===== src/sv/ttc_pkg.sv =====
`default_nettype none
package ttc_pkg;

   // parameter defaults
   localparam int NumCoresDefault = 4;
   localparam int TopIndexDefault = 14;

   // field widths
   localparam int CoreIdW    = 2;
   localparam int TempW      = 8;
   localparam int LimitTempW = 7;
   localparam int HystW      = 5;
   localparam int StepW      = 3;
   localparam int LowIdxW    = 4;
   localparam int MaskW      = 4;
   localparam int LimitIdxW  = 4;
   localparam int CsrIdxW    = 3;
   localparam int CsrDataW   = 7;

   // shutdown threshold, strictly above requests power-off
   localparam logic [TempW-1:0] ShutdownTemp = 8'd85;

   // register reset values
   localparam logic [LimitTempW-1:0] LimitTempReset     = 7'd65;
   localparam logic [HystW-1:0]      LimitHystReset     = 5'd5;
   localparam logic [StepW-1:0]      StepSizeReset      = 3'd2;
   localparam logic [LowIdxW-1:0]    LowIndexReset      = 4'd4;
   localparam logic [LimitTempW-1:0] CoreLimitTempReset = 7'd75;
   localparam logic [HystW-1:0]      CoreHystReset      = 5'd10;
   localparam logic                  CoreCtlEnReset     = 1'b0;
   localparam logic [MaskW-1:0]      CoreCtlMaskReset   = 4'd14;

   typedef enum logic [CsrIdxW-1:0] {
      CSR_LIMIT_TEMP      = 3'd0,
      CSR_LIMIT_HYST      = 3'd1,
      CSR_STEP_SIZE       = 3'd2,
      CSR_LOW_INDEX       = 3'd3,
      CSR_CORE_LIMIT_TEMP = 3'd4,
      CSR_CORE_HYST       = 3'd5,
      CSR_CORE_CTL_EN     = 3'd6,
      CSR_CORE_CTL_MASK   = 3'd7
   } csr_index_type;

endpackage
`default_nettype wire


===== src/sv/thermal_throttle_controller_core.sv =====
// thermal throttle controller core
//
// input channel (req_*): one temperature sample per transfer for one core,
// with the system hotplug gate and the core's online/allowed status.
// result channel (rsp_*): one result per sample: the core's frequency-limit
// index after the sample, hardware-max and changed flags, offline/online
// requests and the power-off flag.
// configuration (csr_*): single-cycle writes of the eight control registers;
// the user must write only while the block is idle (not enforced by the
// block); writing 0 to the enable register clears all offline marks.
// samples pass through the input register, then the result register.
// throughput: one sample per cycle while rsp_stall stays low, set by the
// single compare/add/clamp pass that reads and writes the per-core state.
// back-to-back samples for the same core see each other's update.
// reset (synchronous): all indexes go to the top index, offline marks clear,
// registers take their reset values, both pipeline stages empty.
// when the receiver stalls, the result register holds; the input register
// still takes one more sample, then req_stall is raised until space frees.
`default_nettype none
module thermal_throttle_controller_core #(
   parameter int NUM_CORES = ttc_pkg::NumCoresDefault,
   parameter int TOP_INDEX = ttc_pkg::TopIndexDefault
) (
   input  wire logic                            clock,
   input  wire logic                            reset,
   // input channel
   input  wire logic                            req_valid,
   output logic                                 req_stall,
   input  wire logic [ttc_pkg::CoreIdW-1:0]     req_core_id,
   input  wire logic [ttc_pkg::TempW-1:0]       req_temperature,
   input  wire logic                            req_hotplug_gate,
   input  wire logic                            req_core_online,
   input  wire logic                            req_core_allowed,
   // result channel
   output logic                                 rsp_valid,
   input  wire logic                            rsp_stall,
   output logic [ttc_pkg::CoreIdW-1:0]          rsp_core_echo,
   output logic [ttc_pkg::LimitIdxW-1:0]        rsp_limit_index,
   output logic                                 rsp_at_hardware_max,
   output logic                                 rsp_limit_changed,
   output logic                                 rsp_request_offline,
   output logic                                 rsp_request_online,
   output logic                                 rsp_power_off,
   // configuration
   input  wire logic                            csr_wen,
   input  wire logic [ttc_pkg::CsrIdxW-1:0]     csr_index,
   input  wire logic [ttc_pkg::CsrDataW-1:0]    csr_wdata
);

   // index storage wide enough for the top index
   localparam int IdxW     = (TOP_INDEX > 1) ? $clog2(TOP_INDEX + 1) : 1;
   // room for index plus step without overflow
   localparam int CmpW     = ((IdxW > ttc_pkg::LowIdxW) ? IdxW : ttc_pkg::LowIdxW) + 1;
   localparam int CoreSelW = (NUM_CORES > 1) ? $clog2(NUM_CORES) : 1;
   localparam logic [IdxW-1:0] TopIdx = IdxW'(TOP_INDEX);

   // configuration registers
   logic [ttc_pkg::LimitTempW-1:0] limit_temp_ff;
   logic [ttc_pkg::HystW-1:0]      limit_hyst_ff;
   logic [ttc_pkg::StepW-1:0]      step_size_ff;
   logic [ttc_pkg::LowIdxW-1:0]    low_index_ff;
   logic [ttc_pkg::LimitTempW-1:0] core_limit_temp_ff;
   logic [ttc_pkg::HystW-1:0]      core_hyst_ff;
   logic                           core_ctl_en_ff;
   logic [ttc_pkg::MaskW-1:0]      core_ctl_mask_ff;

   // per-core state
   logic [IdxW-1:0] limit_idx_ff [NUM_CORES];
   logic            offline_mark_ff [NUM_CORES];

   // input register
   logic                         s1_valid_ff;
   logic [ttc_pkg::CoreIdW-1:0]  s1_core_id_ff;
   logic [ttc_pkg::TempW-1:0]    s1_temp_ff;
   logic                         s1_gate_ff;
   logic                         s1_online_ff;
   logic                         s1_allowed_ff;

   // result register
   logic                          rsp_valid_ff;
   logic [ttc_pkg::CoreIdW-1:0]   rsp_core_echo_ff;
   logic [ttc_pkg::LimitIdxW-1:0] rsp_limit_index_ff;
   logic                          rsp_at_max_ff;
   logic                          rsp_changed_ff;
   logic                          rsp_req_off_ff;
   logic                          rsp_req_on_ff;
   logic                          rsp_power_off_ff;

   // handshake
   logic out_free;
   logic s1_fire;
   logic req_xfer;

   assign out_free  = !rsp_valid_ff || !rsp_stall;
   assign s1_fire   = s1_valid_ff && out_free;
   assign req_stall = s1_valid_ff && !out_free;
   assign req_xfer  = req_valid && !req_stall;

   // sample decode
   logic                core_ok;
   logic [CoreSelW-1:0] core_sel;
   logic                temp_ok;
   logic [IdxW-1:0]     old_idx;
   logic [IdxW-1:0]     limit_idx_in;
   logic                mark_set;
   logic                mark_clr;
   logic                req_off;
   logic                req_on;

   assign core_ok  = 32'(s1_core_id_ff) < 32'(NUM_CORES);
   assign core_sel = CoreSelW'(s1_core_id_ff);
   assign temp_ok  = s1_temp_ff != '0;
   assign old_idx  = limit_idx_ff[core_sel];

   // frequency thresholds, cool-down threshold is signed so a small limit never steps up
   logic               freq_hot;
   logic               freq_cool;
   logic signed [9:0]  freq_cool_thr;
   logic signed [9:0]  temp_s;

   assign temp_s        = $signed({2'b00, s1_temp_ff});
   assign freq_cool_thr = $signed({3'b000, limit_temp_ff}) - $signed({5'b00000, limit_hyst_ff});
   assign freq_hot      = {1'b0, s1_temp_ff} >= {2'b00, limit_temp_ff};
   assign freq_cool     = temp_s < freq_cool_thr;

   // index step with saturation at both bounds
   logic [CmpW-1:0] lo_w;
   logic [CmpW-1:0] old_w;
   logic [CmpW-1:0] step_w;

   assign lo_w   = (CmpW'(low_index_ff) > CmpW'(TOP_INDEX)) ? CmpW'(TOP_INDEX)
                                                            : CmpW'(low_index_ff);
   assign old_w  = CmpW'(old_idx);
   assign step_w = CmpW'(step_size_ff);

   always_comb begin
      limit_idx_in = old_idx;
      if (temp_ok) begin
         if (freq_hot) begin
            if (old_w >= lo_w + step_w) begin
               limit_idx_in = IdxW'(old_w - step_w);
            end else begin
               limit_idx_in = IdxW'(lo_w);
            end
         end else if (freq_cool) begin
            if (old_w + step_w <= CmpW'(TOP_INDEX)) begin
               limit_idx_in = IdxW'(old_w + step_w);
            end else begin
               limit_idx_in = TopIdx;
            end
         end
      end
   end

   // core offline control
   logic              core_ctl_on;
   logic              mask_bit;
   logic              core_hot;
   logic              core_cool;
   logic signed [9:0] core_cool_thr;

   assign core_ctl_on   = core_ctl_en_ff && s1_gate_ff && (core_ctl_mask_ff != '0);
   assign mask_bit      = core_ctl_mask_ff[s1_core_id_ff];
   assign core_cool_thr = $signed({3'b000, core_limit_temp_ff})
                        - $signed({5'b00000, core_hyst_ff});
   assign core_hot      = {1'b0, s1_temp_ff} >= {2'b00, core_limit_temp_ff};
   assign core_cool     = temp_s < core_cool_thr;

   always_comb begin
      mark_set = 1'b0;
      mark_clr = 1'b0;
      req_off  = 1'b0;
      req_on   = 1'b0;
      if (core_ok && temp_ok && core_ctl_on) begin
         if (core_hot && mask_bit) begin
            mark_set = 1'b1;
            req_off  = s1_online_ff;
         end else if (core_cool && mask_bit && offline_mark_ff[core_sel]) begin
            mark_clr = 1'b1;
            req_on   = !s1_online_ff && s1_allowed_ff;
         end
      end
   end

   // configuration writes
   logic clear_marks;

   assign clear_marks = csr_wen
                     && (ttc_pkg::csr_index_type'(csr_index) == ttc_pkg::CSR_CORE_CTL_EN)
                     && !csr_wdata[0];

   always_ff @(posedge clock) begin
      if (reset) begin
         limit_temp_ff      <= ttc_pkg::LimitTempReset;
         limit_hyst_ff      <= ttc_pkg::LimitHystReset;
         step_size_ff       <= ttc_pkg::StepSizeReset;
         low_index_ff       <= ttc_pkg::LowIndexReset;
         core_limit_temp_ff <= ttc_pkg::CoreLimitTempReset;
         core_hyst_ff       <= ttc_pkg::CoreHystReset;
         core_ctl_en_ff     <= ttc_pkg::CoreCtlEnReset;
         core_ctl_mask_ff   <= ttc_pkg::CoreCtlMaskReset;
      end else if (csr_wen) begin
         case (ttc_pkg::csr_index_type'(csr_index))
            ttc_pkg::CSR_LIMIT_TEMP:      limit_temp_ff      <= csr_wdata;
            ttc_pkg::CSR_LIMIT_HYST:      limit_hyst_ff      <= csr_wdata[ttc_pkg::HystW-1:0];
            ttc_pkg::CSR_STEP_SIZE:       step_size_ff       <= csr_wdata[ttc_pkg::StepW-1:0];
            ttc_pkg::CSR_LOW_INDEX:       low_index_ff       <= csr_wdata[ttc_pkg::LowIdxW-1:0];
            ttc_pkg::CSR_CORE_LIMIT_TEMP: core_limit_temp_ff <= csr_wdata;
            ttc_pkg::CSR_CORE_HYST:       core_hyst_ff       <= csr_wdata[ttc_pkg::HystW-1:0];
            ttc_pkg::CSR_CORE_CTL_EN:     core_ctl_en_ff     <= csr_wdata[0];
            ttc_pkg::CSR_CORE_CTL_MASK:   core_ctl_mask_ff   <= csr_wdata[ttc_pkg::MaskW-1:0];
            default: begin
            end
         endcase
      end
   end

   // per-core state update, written when the sample moves to the result register
   always_ff @(posedge clock) begin
      if (reset) begin
         for (int c = 0; c < NUM_CORES; c++) begin
            limit_idx_ff[c]    <= TopIdx;
            offline_mark_ff[c] <= 1'b0;
         end
      end else begin
         if (s1_fire && core_ok && temp_ok) begin
            limit_idx_ff[core_sel] <= limit_idx_in;
            if (mark_set) begin
               offline_mark_ff[core_sel] <= 1'b1;
            end else if (mark_clr) begin
               offline_mark_ff[core_sel] <= 1'b0;
            end
         end
         if (clear_marks) begin
            for (int c = 0; c < NUM_CORES; c++) begin
               offline_mark_ff[c] <= 1'b0;
            end
         end
      end
   end

   // input register
   always_ff @(posedge clock) begin
      if (reset) begin
         s1_valid_ff <= 1'b0;
      end else if (!req_stall) begin
         s1_valid_ff <= req_valid;
      end
   end

   always_ff @(posedge clock) begin
      if (req_xfer) begin
         s1_core_id_ff <= req_core_id;
         s1_temp_ff    <= req_temperature;
         s1_gate_ff    <= req_hotplug_gate;
         s1_online_ff  <= req_core_online;
         s1_allowed_ff <= req_core_allowed;
      end
   end

   // result register
   always_ff @(posedge clock) begin
      if (reset) begin
         rsp_valid_ff <= 1'b0;
      end else if (out_free) begin
         rsp_valid_ff <= s1_valid_ff;
      end
   end

   always_ff @(posedge clock) begin
      if (s1_fire) begin
         rsp_core_echo_ff   <= s1_core_id_ff;
         rsp_power_off_ff   <= s1_temp_ff > ttc_pkg::ShutdownTemp;
         rsp_req_off_ff     <= req_off;
         rsp_req_on_ff      <= req_on;
         // a core beyond the table reports a zero index, no hardware-max and no change
         rsp_limit_index_ff <= core_ok ? ttc_pkg::LimitIdxW'(limit_idx_in) : '0;
         rsp_at_max_ff      <= core_ok && (limit_idx_in == TopIdx);
         rsp_changed_ff     <= core_ok && (limit_idx_in != old_idx);
      end
   end

   assign rsp_valid           = rsp_valid_ff;
   assign rsp_core_echo       = rsp_core_echo_ff;
   assign rsp_limit_index     = rsp_limit_index_ff;
   assign rsp_at_hardware_max = rsp_at_max_ff;
   assign rsp_limit_changed   = rsp_changed_ff;
   assign rsp_request_offline = rsp_req_off_ff;
   assign rsp_request_online  = rsp_req_on_ff;
   assign rsp_power_off       = rsp_power_off_ff;

endmodule
`default_nettype wire


===== config.mk =====
export PLATFORM = sky130hd
export DESIGN_NAME = thermal_throttle_controller_core
export DESIGN_NICKNAME = d
export VERILOG_FILES = /design/src/sv/ttc_pkg.sv /design/src/sv/thermal_throttle_controller_core.sv
export SDC_FILE = /design/constraint.sdc
export NUM_CORES = 1
export LEC_CHECK = 0
export BUFFER_PORTS_ARGS = -buffer_cell sky130_fd_sc_hd__buf_4
export CELL_PAD_IN_SITES_DETAIL_PLACEMENT = 0
export CELL_PAD_IN_SITES_GLOBAL_PLACEMENT = 2
export CORE_MARGIN = 4
export CORE_UTILIZATION = 42
export DETAILED_ROUTE_END_ITERATION = 8
export PLACE_DENSITY = 0.93
export REMOVE_ABC_BUFFERS = 1
export SYNTH_ARGS = -nofsm -noshare
export SYNTH_HDL_FRONTEND = slang
export SYNTH_SLANG_ARGS = --single-unit

===== constraint.sdc =====
create_clock -name clock -period 5.9 [get_ports clock]
set_clock_uncertainty 0.15 [all_clocks]
set_input_delay 0 -clock clock [delete_from_list [all_inputs] [get_ports clock]]
set_output_delay 0 -clock clock [all_outputs]
set_load 0.02 [all_outputs]

## After elaboration in Yosys (flattened, before gate mapping)

Memory sizes are Yosys's and may differ from the RTL's. A register that Yosys moved wholly into a read port is not among the register bits.
Index checks and enable logic that the tools add are counted.

- Register bits after elaboration: 62
- Bits in writable memories: 20
- Bits of input ports: 28
- Output and inout bits: 13
- Logic and storage cells: 164
- Memories: 2

Memory list:

| name | depth | width | read ports | clocked after memory_dff | write ports | RTL line | text |
|---|---|---|---|---|---|---|---|
| limit_idx_ff | 4 | 4 | 1 | 1 | 4 | thermal_throttle_controller_core.sv:68 | `logic [IdxW-1:0] limit_idx_ff [NUM_CORES];` |
| offline_mark_ff | 4 | 1 | 1 | 1 | 4 | thermal_throttle_controller_core.sv:69 | `logic offline_mark_ff [NUM_CORES];` |

- $add $sub $neg: 5
- Order comparisons: 9
- Equal/unequal tests: 17
- Muxes and demuxes: 43
- Bitwise gates (word level): 31
- Reduce and logical (&&, ||, !) cells: 35

Operators with widths:

| operator | number |
|---|---|
| 1-bit two-way mux | 31 |
| 4-bit two-way mux | 7 |
| 9-bit by 8-bit < comparator with 1-bit output | 2 |
| 2-bit AND reduction | 9 |
| 1-bit bitwise AND | 16 |
| 2-bit == test (second input constant) | 8 |
| 8-bit by 7-bit >= comparator with 1-bit output | 2 |
| 7-bit by 5-bit subtractor with 8-bit output | 2 |
| 1-bit logical AND | 13 |
| 3-bit == test (second input constant) | 4 |
| 4-bit by 3-bit adder with 5-bit output | 2 |
| 1-bit inverter | 10 |
| 8-bit by 7-bit greater-than comparator with 1-bit output (second input constant) | 1 |
| 2-bit two-way mux | 4 |
| 8-bit nonzero test | 1 |
| 3-bit by 2-bit == test with 1-bit output (second input constant) | 2 |
| 1-bit zero test | 6 |
| 4-bit by 5-bit >= comparator with 1-bit output | 1 |
| 5-bit by 4-bit <= comparator with 1-bit output (second input constant) | 1 |
| 1-bit OR | 5 |
| 4-bit == test (second input constant) | 1 |
| 4-bit greater-than comparator (second input constant) | 1 |
| 4-bit inequality test | 1 |
| 4-bit nonzero test | 1 |
| 9 further kinds | 9 |

## Longest topological paths before layout

- Word-level depth: 19
- Depth in mapped cells: 17
- Mapped depth without buffers: 17

## Least setup slack after synthesis

Ideal clock, no wire load.

- Kind: reg-to-reg
- Start point: register low_index_ff[1] (netlist bit)
- End point: memory limit_idx_ff[0][2] (netlist bit) (data pin)
- Library setup time: 0.262 ns
- Data arrival time: 3.385 ns
- Required time: 5.488 ns
- Slack: 2.103 ns
- Cell stages (with the launch flop): 13
- Buffers on the path: 0
- Period minus slack after synthesis: 3.797 ns
- Path through: dfxtp_1 -> a31oi_1 -> ha_1 -> fa_1 -> xnor2_1 -> ha_1 -> o21ai_1 -> a222oi_1 -> mux2_2 -> mux2_4 -> o22a_4 -> nor3_4 -> nand2_1

RTL lines:

| item | RTL line | text |
|---|---|---|
| start, declared | thermal_throttle_controller_core.sv:61 | `logic [ttc_pkg::LowIdxW-1:0] low_index_ff;` |
| start signal, assigned | thermal_throttle_controller_core.sv:197 | `low_index_ff <= ttc_pkg::LowIndexReset;` |
| start signal, assigned | thermal_throttle_controller_core.sv:207 | `ttc_pkg::CSR_LOW_INDEX: low_index_ff <= csr_wdata[ttc_pkg::LowIdxW-1:0];` |
| end, declared | thermal_throttle_controller_core.sv:68 |  |

## Worst setup path in the final report

- Start point: register limit_temp_ff[0] (netlist bit)
- End point: register rsp_changed_ff, in the netlist rsp_limit_changed (data pin)

- Cells in the longest elaborated chain, start to end: 6
- Elaborated cells between the ends (all ways): 7
- Classes of those cells: add/sub (1); order compare (2); eq/ne (1); mux (3)

Ends and longest elaborated chain:

| item | RTL line | text |
|---|---|---|
| start, declared | thermal_throttle_controller_core.sv:58 | `logic [ttc_pkg::LimitTempW-1:0] limit_temp_ff;` |
| start signal, assigned | thermal_throttle_controller_core.sv:194 | `limit_temp_ff <= ttc_pkg::LimitTempReset;` |
| start signal, assigned | thermal_throttle_controller_core.sv:204 | `ttc_pkg::CSR_LIMIT_TEMP: limit_temp_ff <= csr_wdata;` |
| 7-bit by 5-bit subtractor with 8-bit output | thermal_throttle_controller_core.sv:122 | `assign freq_cool_thr = $signed({3'b000, limit_temp_ff}) - $signed({5'b00000, limit_hyst_ff});` |
| 9-bit by 8-bit < comparator with 1-bit output | thermal_throttle_controller_core.sv:124 | `assign freq_cool = temp_s < freq_cool_thr;` |
| 4-bit two-way mux | thermal_throttle_controller_core.sv:145 | `end else if (freq_cool) begin` |
| 4-bit two-way mux (*) | thermal_throttle_controller_core.sv:139 | `if (freq_hot) begin` |
| 4-bit two-way mux (*) | thermal_throttle_controller_core.sv:138 | `if (temp_ok) begin` |
| 4-bit inequality test (*) | thermal_throttle_controller_core.sv:279 | `rsp_changed_ff <= core_ok && (limit_idx_in != old_idx);` |
| end signal, assigned | thermal_throttle_controller_core.sv:279 |  |
| end, declared | thermal_throttle_controller_core.sv:84 | `logic rsp_changed_ff;` |

Every way passes the cells marked *; elsewhere a longest branch is shown, timed or not.
A chain may end at the register's enable or synchronous reset.

==> impl_metrics.toml <==
[outcome]
run_status = "completed"

[setup_path]
cp-end-kind = "flip-flop"
path_buf_inv = 2
critical_path.max_stage_delay_ns = 0.54
cp_cell_sequence = "inv_1 -> ha_1 -> inv_1 -> fa_1 -> a21o_1 -> a21o_1 -> a211oi_1 -> xnor2_1 -> ha_1 -> nand4_1 -> a211oi_1 -> nor3_4 -> nand2_1 -> o21ai_0 -> a2111oi_0 -> a41oi_1"
cell_with_the_biggest_individual_delay_on_the_critical_path = "sky130_fd_sc_hd__a2111oi_0"
crit_arrival_ns = 4.10
critical_path_peak_fanout = 5
critPathTopFamily = "compound AO/OA/AOI/OAI gates"
crit_path_start_kind = "flip-flop"
worstPathRequired_ns = 5.79
timing_worst_setup_path_type = "reg2reg"

[grt]
grt.met3_usage_pct = 3.40
grt_start_max_net_pins = 37
number_of_antenna_violations_at_the_first_check_in_global_routing = 0
grt-busiest-layer = "met2"
grt_first_pass_wirelength_mm = 19.9
met2_routing_resource_usage_after_global_routing_pct = 30.5
overflow = 0
number_of_global_route_vias_before_repair = 3949
grtUsageTotal_pct = 17.6
globalRouteMet1Util_pct = 22.3

[place]
portBuffers = 40
gp_routability_congestion = 0.861
dpl-instance-area_um2 = 5580
dp.final_hpwl_mm = 9.04

[synthesis]
simple_gate_fraction_of_synth_area_pct = 13.9
ys_ff_latch = 84
synth.top_cells.by_area = "sky130_fd_sc_hd__edfxtp_1, sky130_fd_sc_hd__dfxtp_1, sky130_fd_sc_hd__ha_1, sky130_fd_sc_hd__nor2_1, sky130_fd_sc_hd__mux2i_1"
synth_area_um2 = 5140
combinational_family_with_the_most_area_after_synthesis = "compound AO/OA/AOI/OAI gates"
yosysTopAreaCell = "sky130_fd_sc_hd__edfxtp_1"
dominantRegCellSynth = "sky130_fd_sc_hd__edfxtp_1"
post-synth-top-area-fraction_pct = 25.7
synth_compound_gate_area_share_pct = 15.4
synth.yosys.seq_area_share_pct = 41.3
synth_edf_count = 44
synth-adder-area-share_pct = 14.1
synth_area_per_cell_um2 = 10.1
post_synth_inst_count = 508
yosysUniqueCellTypes = 64
synth_xor_xnor_area_share_pct = 2.05
asyncSetResetFlopFracSynth_pct = 0
yosys_warnings = 0
yosys-mux-area-fraction_pct = 8.11

[cts]
cts_buffers = 9
cts_max_level = 3
cts_root_buffer = "sky130_fd_sc_hd__clkbuf_16"
clk-insertion-delay-late_ns = 0.34
tritoncts_clock_tree = "yes"
clock_pin_slew_reported_for_the_worst_setup_and_hold_paths_after_clock_tree_synthesis_ns = 0.06
tritoncts_num_sinks = 84
post-cts-setup-buffer-count = 0
clk_path_buf_depth = 2

[cells_and_area]
finish.net_count = 657
final_std_cell_area_no_fill_um2 = 6150
multiInputGateArea_um2 = 2750
top_library_cells_by_usage_in_the_layout_fill_and_taps_aside = "sky130_fd_sc_hd__nor2_1, sky130_fd_sc_hd__inv_1, sky130_fd_sc_hd__ha_1, sky130_fd_sc_hd__edfxtp_1, sky130_fd_sc_hd__buf_4"
layout_commonest_cell = "sky130_fd_sc_hd__nor2_1"
antennaDiodeCount = 0
layout_cells_sized_above_1_pct = 13.3
storage_cell_area_um2 = 2120
nFillCells = 1093
area.growth.synth_to_final_pct = 19.6

[pwr]
share_seq_of_total_power_pct = 45.2
ir_worst_vdd_v = 0.000154
pwr-share-clk_pct = 38.8
netSwitchingPower_uw = 379
netSwitchingFraction_pct = 26.0
power.share.combinational_pct = 16.0
cell_internal_pwr_uw = 1080
cellLeakagePower_uw = 0.00250
powerDensity_nw_per_um2 = 237

[timing]
timing.final.hold_violations = 0
tightest_slew_ns = 1.04
setup-tns-final_ns = 0
period_needed_ns = 4.21
max_slew_violation_count = 0
max_clock_freq_ghz = 0.238
total_of_endpoints_with_negative_setup_slack_in_the_final_report = 0
final_min_period_over_clock_period_pct = 71.3
grt_setup_unrepaired = "false"
relSlewSlack_pct = 30.5

[route]
drt_wl_total_mm = 11.8
dr.first_iter.drc_count = 230
routed_via_density = 5.44
via_count = 3947
avgRoutedWirePerCell_um = 16.3
ant_nets = 0
drc = 0
dr.pass1.iters = 5

[run]
maxCapViolCount = 0

[floorplanning]
starting_density_of_the_core_pct = 42.8
fp.dieArea_um2 = 14100
die-height_um = 119
floorplan.rows = 40
floorplan.core_area_um2 = 12000
die_w_um = 119
pin_count = 41

[min_path]
worstHoldPathType = "in2reg"
## worst paths after layout
kind	from	end	slack, ns	depth (start not counted)
setup / recovery	limit_temp_ff[0]$_SDFFE_PP1P_	rsp_limit_changed$_DFFE_PP_	1.69	16
hold / removal	req_hotplug_gate	s1_gate_ff$_DFFE_PP_	0.23	2
setup reg to reg	limit_temp_ff[0]$_SDFFE_PP1P_	rsp_limit_changed$_DFFE_PP_	1.69	16
hold reg to reg	core_ctl_en_ff$_SDFFE_PP0P_	core_ctl_en_ff$_SDFFE_PP0P_	0.30	2
## metal layers
layer  share of wire, %  wire length (µm)
met4                1.8               210
met5                  0                 0
met3                4.1               482
met2                 49              5810
met1                 45              5300
## kinds of logic after synthesis
logic type               Yosys count
AO/OA/AOI/OAI                    112
XOR/XNOR                          12
adder cells (fa/ha/maj)           55
buffers and inverters             67
flip-flops                        84
multiplexers                      33
AND/OR/NAND/NOR                  145
## sequential cells by signal, indices dropped and copies added, names as in the netlist, 2 cells and up, named ones only
name,flops
limit_hyst_ff,5
core_ctl_mask_ff,4
rsp_core_echo,2
step_size_ff,3
core_hyst_ff,5
core_limit_temp_ff,7
s1_temp_ff,8
offline_mark_ff,4
low_index_ff,4
core_sel,2
limit_temp_ff,7
limit_idx_ff,16
rsp_limit_index,4
## final cells by class
class                      instances  area share, %
sequential                        84           34.5
tap                              147           2.99
multi-input combinational        357           44.8
clock inverter                     6           1.16
clock buffer                      10           3.72
timing repair buffer              70           9.65
inverter                          52           3.17
## power by group through the flow
stage	logic, µW	clock network [µW]	registers (µW)
6_report	234	565	660
5_1_grt	264	601	662
4_1_cts	235	576	660
3_5_place_dp	219	0	673
3_3_place_gp	216	0	672
2_1_floorplan	143	0	670
## Yosys cell counts (4+ instances only)
master	n
sky130_fd_sc_hd__edfxtp_1	44
sky130_fd_sc_hd__nand2_1	29
sky130_fd_sc_hd__o211ai_1	5
sky130_fd_sc_hd__nor2_1	58
sky130_fd_sc_hd__dfxtp_1	40
sky130_fd_sc_hd__clkbuf_1	11
sky130_fd_sc_hd__a211o_1	11
sky130_fd_sc_hd__ha_1	50
sky130_fd_sc_hd__a21oi_1	22
sky130_fd_sc_hd__xnor2_1	9
sky130_fd_sc_hd__fa_1	5
sky130_fd_sc_hd__o21ai_1	4
sky130_fd_sc_hd__nand2b_1	8
sky130_fd_sc_hd__a21o_1	11
sky130_fd_sc_hd__o21ai_0	16
sky130_fd_sc_hd__nand3_1	5
sky130_fd_sc_hd__mux2_2	6
sky130_fd_sc_hd__o21a_1	9
sky130_fd_sc_hd__a211oi_1	8
sky130_fd_sc_hd__mux2i_1	21
sky130_fd_sc_hd__inv_1	52
sky130_fd_sc_hd__nor3_1	8
sky130_fd_sc_hd__nor2b_1	7
sky130_fd_sc_hd__nor4_1	4
## stage by stage
stage | power, µW | worst slack (ns) | utilization (%) | hold slack [ns] | std cells
after CTS | 1470 | 1.69 | 51.2 | 0.217 | 726
final | 1460 | 1.69 | 51.2 | 0.228 | 726
after floorplan | 813 | 2.10 | - | -0.0809 | 493
after detailed placement | 892 | 1.69 | 46.4 | 0.0293 | 683
after global placement | 888 | 1.79 | 46.4 | 0.0278 | 683
after global routing | 1530 | 1.44 | 51.2 | 0.229 | 726
## repair_timing
item                                    CTS  global route
gates resized for setup                   0             0
endpoints found under the setup margin    0             0
hold buffers                             27             0
hold endpoints to repair                 53             0
## worst register-to-register path: cells and delay by family (launching register included)
family | cells | cell delay (ns)
and+or+nand+nor | 3 | 0.39
buffers and inverters | 2 | 0.13
xor gates and xnor gates | 1 | 0.11
AOI/OAI and AO/OA | 7 | 1.96
DFF | 1 | 0.31
adders and majority gates | 3 | 0.85
No activity file was read; power rests on OpenSTA's default activity.
